==> config.mk <==
export PLATFORM = sky130hd
export DESIGN_NAME = multi_channel_tick_timer_bank
export DESIGN_NICKNAME = d
export VERILOG_FILES = /design/src/mctt_pkg.sv /design/src/mctt_channel.sv /design/src/multi_channel_tick_timer_bank.sv
export SDC_FILE = /design/constraint.sdc
export NUM_CORES = 2
export LEC_CHECK = 0
export BUFFER_PORTS_ARGS = -buffer_cell sky130_fd_sc_hd__buf_2
export CORE_MARGIN = 4
export CORE_UTILIZATION = 30
export CTS_BUF_LIST = sky130_fd_sc_hd__clkbuf_2 sky130_fd_sc_hd__clkbuf_4 sky130_fd_sc_hd__clkbuf_8
export CTS_CLUSTER_SIZE = 40
export DETAILED_ROUTE_END_ITERATION = 8
export GPL_ROUTABILITY_DRIVEN = 0
export PLACE_DENSITY_LB_ADDON = 0.15
export SLEW_MARGIN = 10
export SYNTH_ARGS = -nofsm -noshare
export SYNTH_HDL_FRONTEND = slang
export SYNTH_SLANG_ARGS = --single-unit
export TNS_END_PERCENT = 30
==> constraint.sdc <==
create_clock -name clk_i -period 17.25 [get_ports clk_i]
set_input_delay 3.45 -clock clk_i [delete_from_list [all_inputs] [get_ports clk_i]]
set_output_delay 3.45 -clock clk_i [all_outputs]
set_load 0.1 [all_outputs]
==> src/mctt_pkg.sv <==
// Types and constants shared by the tick timer bank.
// No dependencies.
package mctt_pkg;

  localparam int unsigned ModeBits   = 4;
  localparam int unsigned ChanBits   = 3;
  localparam int unsigned PeriodBits = 32;
  localparam int unsigned MaskBits   = 8;

  // Command codes carried on the input tuser
  localparam logic [ModeBits-1:0] CmdTick      = 4'd0;
  localparam logic [ModeBits-1:0] CmdInit      = 4'd1;
  localparam logic [ModeBits-1:0] CmdStart     = 4'd2;
  localparam logic [ModeBits-1:0] CmdStop      = 4'd3;
  localparam logic [ModeBits-1:0] CmdReset     = 4'd4;
  localparam logic [ModeBits-1:0] CmdSetPeriod = 4'd5;
  localparam logic [ModeBits-1:0] CmdSetMode   = 4'd6;
  localparam logic [ModeBits-1:0] CmdSetNotify = 4'd7;
  localparam logic [ModeBits-1:0] CmdQuery     = 4'd8;

  typedef struct packed {
    logic [ModeBits-1:0]   mode;
    logic [ChanBits-1:0]   channel;
    logic [PeriodBits-1:0] period_value;
    logic                  one_shot;
    logic                  notify_enable;
  } cmd_t;

  // Per-channel status after the step
  typedef struct packed {
    logic                  fire;
    logic                  run;
    logic [PeriodBits-1:0] remaining;
  } chan_stat_t;

endpackage

==> src/mctt_channel.sv <==
// One timer channel: its state registers, command decode and tick update.
// Depends on mctt_pkg.
module mctt_channel #(
  parameter int unsigned COUNT_BITS = 32
) (
  input  logic                clk_i,
  input  logic                rst_ni,
  input  logic                step_i,   // a command leaves the input stage this cycle
  input  logic                sel_i,    // command addresses this channel
  input  mctt_pkg::cmd_t      cmd_i,
  output mctt_pkg::chan_stat_t stat_o
);

  localparam int unsigned CmpBits = (COUNT_BITS > mctt_pkg::PeriodBits) ?
                                    COUNT_BITS : mctt_pkg::PeriodBits;

  logic                              run_q, run_d;
  logic                              fired_q, fired_d;
  logic                              os_q, os_d;
  logic                              ntf_q, ntf_d;
  logic [COUNT_BITS-1:0]             cnt_q, cnt_d;
  logic [mctt_pkg::PeriodBits-1:0]   per_q, per_d;

  logic                  active;
  logic                  hit;
  logic                  fire;
  logic [COUNT_BITS-1:0] cnt_inc;
  logic [CmpBits-1:0]    cnt_ext;

  assign active  = run_q && !(os_q && fired_q);
  assign cnt_inc = cnt_q + COUNT_BITS'(1);
  assign hit     = CmpBits'(cnt_inc) >= CmpBits'(per_q);

  always_comb begin
    run_d   = run_q;
    fired_d = fired_q;
    os_d    = os_q;
    ntf_d   = ntf_q;
    cnt_d   = cnt_q;
    per_d   = per_q;
    fire    = 1'b0;
    if (step_i) begin
      if (cmd_i.mode == mctt_pkg::CmdTick) begin
        if (active) begin
          cnt_d = cnt_inc;
          if (hit) begin
            fire = ntf_q;
            if (os_q) begin
              fired_d = 1'b1;
              run_d   = 1'b0;
            end else begin
              cnt_d = '0;
            end
          end
        end
      end else if (sel_i) begin
        case (cmd_i.mode)
          mctt_pkg::CmdInit: begin
            per_d   = cmd_i.period_value;
            os_d    = cmd_i.one_shot;
            ntf_d   = cmd_i.notify_enable;
            run_d   = 1'b0;
            fired_d = 1'b0;
            cnt_d   = '0;
          end
          mctt_pkg::CmdStart: begin
            run_d   = 1'b1;
            fired_d = 1'b0;
            cnt_d   = '0;
          end
          mctt_pkg::CmdStop: begin
            run_d = 1'b0;
          end
          mctt_pkg::CmdReset: begin
            fired_d = 1'b0;
            cnt_d   = '0;
          end
          mctt_pkg::CmdSetPeriod: begin
            per_d = cmd_i.period_value;
            cnt_d = '0;
          end
          mctt_pkg::CmdSetMode: begin
            os_d = cmd_i.one_shot;
          end
          mctt_pkg::CmdSetNotify: begin
            ntf_d = cmd_i.notify_enable;
          end
          default: begin
            // query and unused codes leave the channel alone
          end
        endcase
      end
    end
  end

  // status reflects the state after this step
  assign cnt_ext          = CmpBits'(cnt_d);
  assign stat_o.fire      = fire;
  assign stat_o.run       = run_d;
  assign stat_o.remaining = run_d ? (per_d - cnt_ext[mctt_pkg::PeriodBits-1:0]) : '0;

  always_ff @(posedge clk_i or negedge rst_ni) begin
    if (!rst_ni) begin
      run_q   <= 1'b0;
      fired_q <= 1'b0;
      os_q    <= 1'b0;
      ntf_q   <= 1'b0;
      cnt_q   <= '0;
      per_q   <= '0;
    end else begin
      run_q   <= run_d;
      fired_q <= fired_d;
      os_q    <= os_d;
      ntf_q   <= ntf_d;
      cnt_q   <= cnt_d;
      per_q   <= per_d;
    end
  end

endmodule

==> src/multi_channel_tick_timer_bank.sv <==
// Bank of tick timers: input register, per-channel update, result register.
// The result is registered; a command leaves the input register only when the result register is empty or read.
// Throughput: one command per cycle while the output is taken; all channels update in parallel.
// Reset (rst_ni low, async): every channel cleared, both stages empty.
// Depends on mctt_pkg and mctt_channel.
module multi_channel_tick_timer_bank #(
  parameter int unsigned TIMER_COUNT = 8,
  parameter int unsigned COUNT_BITS  = 32
) (
  input  logic        clk_i,
  input  logic        rst_ni,
  input  logic        s_axis_tvalid,
  output logic        s_axis_tready,
  // [2:0] channel, [34:3] period_value, [35] one_shot, [36] notify_enable
  input  logic [39:0] s_axis_tdata,
  // [3:0] mode
  input  logic [3:0]  s_axis_tuser,
  output logic        m_axis_tvalid,
  input  logic        m_axis_tready,
  // [7:0] fired_mask, [8] enabled_flag, [40:9] remaining
  output logic [47:0] m_axis_tdata
);

  localparam int unsigned PB = mctt_pkg::PeriodBits;
  localparam int unsigned CB = mctt_pkg::ChanBits;

  logic            in_vld_q, in_vld_d;
  mctt_pkg::cmd_t  in_q;
  logic            out_vld_q, out_vld_d;
  logic [47:0]     out_q, out_d;

  logic advance;
  logic step;
  logic take;

  mctt_pkg::chan_stat_t    stat [TIMER_COUNT];
  logic [TIMER_COUNT-1:0]  sel;
  logic [mctt_pkg::MaskBits-1:0] fired_mask;
  logic                    enabled_flag;
  logic [PB-1:0]           remaining;

  assign advance       = !out_vld_q || m_axis_tready;
  assign s_axis_tready = !in_vld_q || advance;
  assign take          = s_axis_tvalid && s_axis_tready;
  assign step          = in_vld_q && advance;

  for (genvar i = 0; i < TIMER_COUNT; i++) begin : g_chan
    assign sel[i] = (32'(in_q.channel) == i);

    mctt_channel #(
      .COUNT_BITS(COUNT_BITS)
    ) u_chan (
      .clk_i (clk_i),
      .rst_ni(rst_ni),
      .step_i(step),
      .sel_i (sel[i]),
      .cmd_i (in_q),
      .stat_o(stat[i])
    );
  end

  // only the first eight channels have a mask bit
  for (genvar b = 0; b < mctt_pkg::MaskBits; b++) begin : g_mask
    if (b < TIMER_COUNT) begin : g_on
      assign fired_mask[b] = stat[b].fire;
    end else begin : g_off
      assign fired_mask[b] = 1'b0;
    end
  end

  // addressed channel status; an absent channel matches no select and reads 0
  always_comb begin
    enabled_flag = 1'b0;
    remaining    = '0;
    for (int i = 0; i < TIMER_COUNT; i++) begin
      enabled_flag = enabled_flag | (sel[i] & stat[i].run);
      remaining    = remaining | ({PB{sel[i]}} & stat[i].remaining);
    end
  end

  always_comb begin
    in_vld_d  = take ? 1'b1 : (advance ? 1'b0 : in_vld_q);
    out_vld_d = advance ? in_vld_q : out_vld_q;
    out_d     = {7'b0, remaining, enabled_flag, fired_mask};
  end

  always_ff @(posedge clk_i or negedge rst_ni) begin
    if (!rst_ni) begin
      in_vld_q  <= 1'b0;
      out_vld_q <= 1'b0;
    end else begin
      in_vld_q  <= in_vld_d;
      out_vld_q <= out_vld_d;
    end
  end

  always_ff @(posedge clk_i) begin
    if (take) begin
      in_q.mode          <= s_axis_tuser;
      in_q.channel       <= s_axis_tdata[CB-1:0];
      in_q.period_value  <= s_axis_tdata[CB+PB-1:CB];
      in_q.one_shot      <= s_axis_tdata[CB+PB];
      in_q.notify_enable <= s_axis_tdata[CB+PB+1];
    end
    if (step) begin
      out_q <= out_d;
    end
  end

  assign m_axis_tvalid = out_vld_q;
  assign m_axis_tdata  = out_q;

endmodule

Word level (Yosys, flattened, before mapping)
Index checks and enable logic that the tools add are counted.

word-level totals
  register bits = 628
  output and inout bits = 50
  bits of input ports = 48

cells by class
  magnitude comparators = 8
  add/sub/neg operators = 16
  bitwise operators = 31
  equal/unequal tests = 38
  multiplexer cells = 195
  reduce and logical (&&, ||, !) cells = 80

operator list
  operator                                             number
  2-to-1 mux 32 bit                                    96
  adder 32 x 1 -> 32 bit, second input constant        8
  bitwise AND 32 bit                                   8
  greater-or-equal comparator 32 bit                   8
  subtractor 32 bit                                    8
  OR 32 bit                                            7
  2-to-1 mux 1 bit                                     91
  AND reduction 4 bit                                  16
  != test 2 x 1 -> 1 bit, second input constant        24
  AND reduction 6 bit                                  8
  AND reduction 3 bit                                  8
  nonzero test 2 bit                                   10
  logical AND 1 bit                                    18
  equality test 4 x 3 -> 1 bit, second input constant  4
  one-hot mux 1 bit (2 select lines)                   8
  equality test 3 bit, second input constant           4
  logical NOT 1 bit                                    10
  bitwise AND 1 bit                                    8
  equality test 4 x 2 -> 1 bit, second input constant  2
  OR reduction 2 bit                                   4
  OR 1 bit                                             7
  equality test 3 x 2 -> 1 bit, second input constant  2
  equality test 4 x 1 -> 1 bit, second input constant  1
  logical NOT 4 bit                                    1
  6 further kinds                                      7

Logic depth before layout (Yosys ltp)
  word-level depth = 16
  depth in mapped cells = 50
  depth with buffers taken out = 47

Hierarchy
Synthesis repeated with hierarchy kept, for this count alone.

unflattened totals
  cell total of the unflattened synthesis = 6748
  area, all modules = 57953.1 um^2

by module, submodules not included
  module                                times used  seq. area each (um^2)  area each (um^2)  cells each
  mctt_channel at g_chan[0].u_chan ...  4           1701.6                 6744.0            822
  mctt_channel at g_chan[1].u_chan      1           1701.6                 6734.0            833
  mctt_channel at g_chan[5].u_chan      1           1701.6                 6606.3            814
  mctt_channel at g_chan[6].u_chan      1           1701.6                 6558.8            811
  mctt_channel at g_chan[7].u_chan      1           1701.6                 6311.1            774
  multi_channel_tick_timer_bank         1           2512.4                 4767.1            228

Worst setup path before layout
No wires, ideal clock.

  kind = input to register
  from = in m_axis_tready
  to = reg out_q[29] (netlist: m_axis_tdata[29]), data pin
  slack = 7.062 ns
  setup time = 0.271 ns
  stages on the path = 27
  data required time = 16.979 ns
  arrival time = 9.917 ns
  cells stage by stage = nand2b_1 > clkbuf_1 > nand2_1 > inv_1 > clkbuf_1 > clkbuf_1 > clkbuf_1 > buf_1 > nand2_1 > a22oi_1 > ha_1 > nor2b_1 > o31a_1 > o21a_1 > nor2_1 > maj3_1 > o21ai_1 > a221oi_1 > o31ai_1 > a41o_1 > or2_1 > a21oi_1 > o21ai_1 > o31ai_1 > xor2_1 > a2111oi_0 > o21ai_1

between the ends
  longest elaborated chain between the ends = 13
  elaborated cells between the ends (all ways) = 57
  those cells by class = add/sub (8); mux (32); bitwise (15); reduce/logical (2)

RTL lines
  item                         RTL line                              text
  start: declaration           multi_channel_tick_timer_bank.sv:19   input logic m_axis_tready,
  logical OR 1 bit (*)         multi_channel_tick_timer_bank.sv:42   assign advance = !out_vld_q || m_axis_tready;
  logical AND 1 bit (*)        multi_channel_tick_timer_bank.sv:45   assign step = in_vld_q && advance;
  net g_chan[0].u_chan.step_i  mctt_channel.sv:8                     input logic step_i,
  2-to-1 mux 32 bit            mctt_channel.sv:42                    if (step_i) begin
  subtractor 32 bit            mctt_channel.sv:100                   assign stat_o.remaining = run_d ? (per_d - cnt_ext[mctt_pkg::PeriodBits-1:0]) : '0;
  2-to-1 mux 32 bit            mctt_channel.sv:100
  bitwise AND 32 bit           multi_channel_tick_timer_bank.sv:77   remaining = remaining | ({PB{sel[i]}} & stat[i].remaining);
  OR 32 bit (6 in a row)       multi_channel_tick_timer_bank.sv:77
  OR 32 bit (*)                multi_channel_tick_timer_bank.sv:77
  net remaining[20]            multi_channel_tick_timer_bank.sv:40   logic [PB-1:0] remaining;
  end signal: assignment       multi_channel_tick_timer_bank.sv:106  out_q <= out_d;
  end: declaration             multi_channel_tick_timer_bank.sv:30   logic [47:0] out_q, out_d;

The timed path passes the listed nets; every way through them passes the cells marked *.
A chain may end at the register's enable or synchronous reset.

Final worst setup path
  from = reg g_chan[3].u_chan.cnt_q[0]
  to = reg out_q[39] (netlist: m_axis_tdata[39]), data pin

between the ends
  longest elaborated chain between the ends = 14
  elaborated cells between the ends (all ways) = 21
  those cells by class = add/sub (2); order compare (1); mux (12); bitwise (6)

RTL lines
  item                                                                            RTL line                                text
  start: declaration                                                              mctt_channel.sv:21                      logic [COUNT_BITS-1:0] cnt_q, cnt_d;
  start signal: assignment                                                        mctt_channel.sv:115                     cnt_q <= cnt_d;
  adder 32 x 1 -> 32 bit (*)                                                      mctt_channel.sv:31                      assign cnt_inc = cnt_q + COUNT_BITS'(1);
  greater-or-equal comparator 32 bit / 2-to-1 mux 32 bit (equally long branches)  mctt_channel.sv:32, mctt_channel.sv:48
  2-to-1 mux 32 bit (*)                                                           mctt_channel.sv:46                      if (hit) begin
  2-to-1 mux 32 bit (*)                                                           mctt_channel.sv:44                      if (active) begin
  2-to-1 mux 32 bit (*)                                                           mctt_channel.sv:43                      if (cmd_i.mode == mctt_pkg::CmdTick) begin
  2-to-1 mux 32 bit (*)                                                           mctt_channel.sv:42
  net g_chan[3].u_chan.cnt_d[1]                                                   mctt_channel.sv:21
  subtractor 32 bit (*)                                                           mctt_channel.sv:100
  2-to-1 mux 32 bit (*)                                                           mctt_channel.sv:100
  bitwise AND 32 bit (*)                                                          multi_channel_tick_timer_bank.sv:77
  OR 32 bit (*) (5 in a row)                                                      multi_channel_tick_timer_bank.sv:77
  net remaining[30]                                                               multi_channel_tick_timer_bank.sv:40

Marks and branches as above.

==> reports/qor.yml <==
status: "finished clean"
cp.arrival_ns: 13.71
cts_root_buffer: "clkbuf_8"
drv_cap: 0
synth_warnings: 0
rows: 153
synth_top_area_cell: "dfrtp_1"
core_area_sq_mm: 0.174
synth_cells: 6125
slew_violations: 0
ys_top_cells_by_area: "dfrtp_1 26%, ha_1 11%, inv_1 5.1%"
clk_latency_ns: 0.95
cts_max_level: 4
cts_setup_buffers: 0
cts_sinks: 628
start_util_pct: 30.1
io_pins: 98
place_hpwl_mm: 167
drive_gt1_share_pct: 12.2
clockBufferDepth: 3
grt_max_degree: 74
worstMarginPinSlew_ns: 1.41
setup_slack_ns: 4.15
die_y_microns: 426
finalSetupTns_ns: 0
timing.hold.ws_ns: 0.516
worstSetupPathType: "reg -> reg"
vias_per_cell: 5.41
async_flop_share_pct: 86.9
cts_made_buffers: 135
yosysMostFrequentCell: "inv_1"
synth.area.mux_share_pct: 6.06
finalCritPeriodShare_pct: 75.9
synthDistinctLibCells: 109
cts_tree: "yes"
ant_nets: 0
syn_avg_cell_area_sq_um: 8.54
synth_top_family_by_area: "compound AO/OA/AOI/OAI gates"
antenna_found_initial: 28
crit_top_cell: "and3_1"
synth_area_sq_mm: 0.0523
synth-main-ff-cell: "dfrtp_1"
hp-class: "reg -> reg"
cellPowerDensity_mw_per_mm2: 114
path_clk_slew_ns: 0.06
yosys_register_bits: 628
synth_common_cells: "715 x inv_1, 571 x nand2_1, 546 x dfrtp_1, 468 x ha_1, 365 x o21ai_0"
fin_nets: 6788
critPathCaptureType: "flip-flop"
synthToLayoutAreaGrowth_pct: 12.2
routedWlPerCell_microns: 25.7
cts.repair.resized: 0
nFillCells: 18300
yosys.area_share.adder_pct: 12.0
r2r_slack_ns: 4.15
portBuffers: 87
cp_data_required_time_ns: 17.86
rsz0062_at_grt: "false"
max_freq_mhz: 76.3
synth-compound-area-share_pct: 20.5
num_vias: 47100
synth-simple-area-share_pct: 16.2
grt_pass1_wl_mm: 323
holdBufCountCts: 0
grt_overflow: 0
report.final.hold_viol_count: 0
synth-edff-count: 82
synth_xor_area_share_pct: 7.59
finish.utilization_pct: 33.8
netlist.area_leader.share_pct: 26.1
fin_skew_ns: 0.0809
slowest_stage: "a2111oi_0"
grt_usage_pct: 24.3
drc: 0
drt_iter0_drc: 3687
dp_slack_ns: 4.44
post-route-min-period_ns: 13.10
seq_area_frac_synth_pct: 30.8
slew_headroom_pct: 5.12
routed_wl_mm: 223
crit_fanout: 10
setup_viol: 0
peakVddDrop_mv: 0.0758
dr.pass1.iters: 9
max_stage_delay_ns: 0.77
grt_pass1_vias: 45800
start_kind: "flip-flop"
die_area_sq_mm: 0.181
p_leak_nw: 28.2
die_w_microns: 426
flip-flops by register name, summed over array words and instances, names as in the netlist:
| register | flops |
|---|---|
| g_chan.u_chan.cnt_q | 256 |
| g_chan.u_chan.fired_q | 8 |
| g_chan.u_chan.ntf_q | 8 |
| g_chan.u_chan.os_q | 8 |
| g_chan.u_chan.per_q | 256 |
| g_chan.u_chan.run_q | 8 |
| in_q | 41 |
| in_vld_q | 1 |
| m_axis_tdata | 41 |
| m_axis_tvalid | 1 |
cell type report:
class / instances / area [sq um] / share of cell area, %
inverters: 718 / 2700 / 4.60
multi-input cells: 4567 / 32700 / 55.7
diodes: 13 / 32.5 / 0.0554
clock inverters: 32 / 298 / 0.507
clock buffers: 198 / 2500 / 4.26
flip-flops and latches: 628 / 16100 / 27.5
well taps: 2325 / 2910 / 4.96
repair buffers: 214 / 1410 / 2.40
final timing paths:
path,cells past startpoint,to,startpoint
max in group asynchronous,4,g_chan[4].u_chan.cnt_q[24]$_DFF_PN0_,rst_ni
min in group asynchronous,1,g_chan[3].u_chan.per_q[8]$_DFF_PN0_,rst_ni
min,2,g_chan[7].u_chan.per_q[0]$_DFF_PN0_,g_chan[7].u_chan.per_q[0]$_DFF_PN0_
min reg2reg,2,g_chan[7].u_chan.per_q[0]$_DFF_PN0_,g_chan[7].u_chan.per_q[0]$_DFF_PN0_
max reg2reg,42,m_axis_tdata[39]$_DFFE_PP_,g_chan[3].u_chan.cnt_q[0]$_DFF_PN0_
max,42,m_axis_tdata[39]$_DFFE_PP_,g_chan[3].u_chan.cnt_q[0]$_DFF_PN0_
per-stage QoR:
step	power (mW)	instance area, sq um	instances
2_1_floorplan	3.72	52300	6131
3_3_place_gp	4.89	55900	8452
3_5_place_dp	4.90	55900	8452
4_1_cts	6.72	58700	8682
5_1_grt	7.05	58700	8686
6_report	6.70	58700	8695
where the power goes:
part	switching [mW]	total [mW]	leakage (nW)	internal, mW
clock	0.797	1.77	1.46	0.974
combinational	2.11	3.14	18.5	1.03
sequential	0.136	1.79	8.20	1.66
logic make-up (layout without fill, tap and decap cells):
kind of cell             count (synthesis)  in the layout
AND/OR/NAND/NOR                       1710           1710
XOR/XNOR                               452            452
flip-flops                             628            628
AO/OA/AOI/OAI                         1606           1606
other                                    1             20
multiplexers                           289            289
buffers and inverters                  936           1162
adder cells (fa/ha/maj)                503            503
worst max-delay path, delay by kind of cell (launching register included):
family	cells	cell delay (ns)
simple gates	22	6.03
buf+inv	1	0.11
fa+ha+maj	3	1.02
compound gates	14	4.86
flops	1	0.42
xor+xnor	2	0.32
layer usage:
layer | vias to the layer above | track usage (%) | wire (microns)
li1 | 22100 | - | -
met1 | 23100 | 32.4 | 98900
met2 | 1519 | 38.1 | 99700
met3 | 389 | 3.92 | 13100
met4 | 8 | 11.9 | 11700
met5 | - | 0 | 50
layout by cell type, fill, tap and decap left out, types with 56 or more instances in the layout:
cell / n
inv_1: 714
nand2_1: 570
dfrtp_1: 546
ha_1: 468
o21ai_0: 364
a21oi_1: 319
nor2_1: 297
xnor2_1: 254
mux2_2: 223
xor2_1: 197
nand3_1: 187
a21o_1: 172
clkbuf_8: 162
buf_4: 126
nand4_1: 104
nor3_1: 98
and3_1: 96
buf_2: 86
edfxtp_1: 82
o21a_1: 79
nor2b_1: 66
mux2i_1: 65
a31oi_1: 57
nand2b_1: 56
Power figures use the tool's default switching activity.
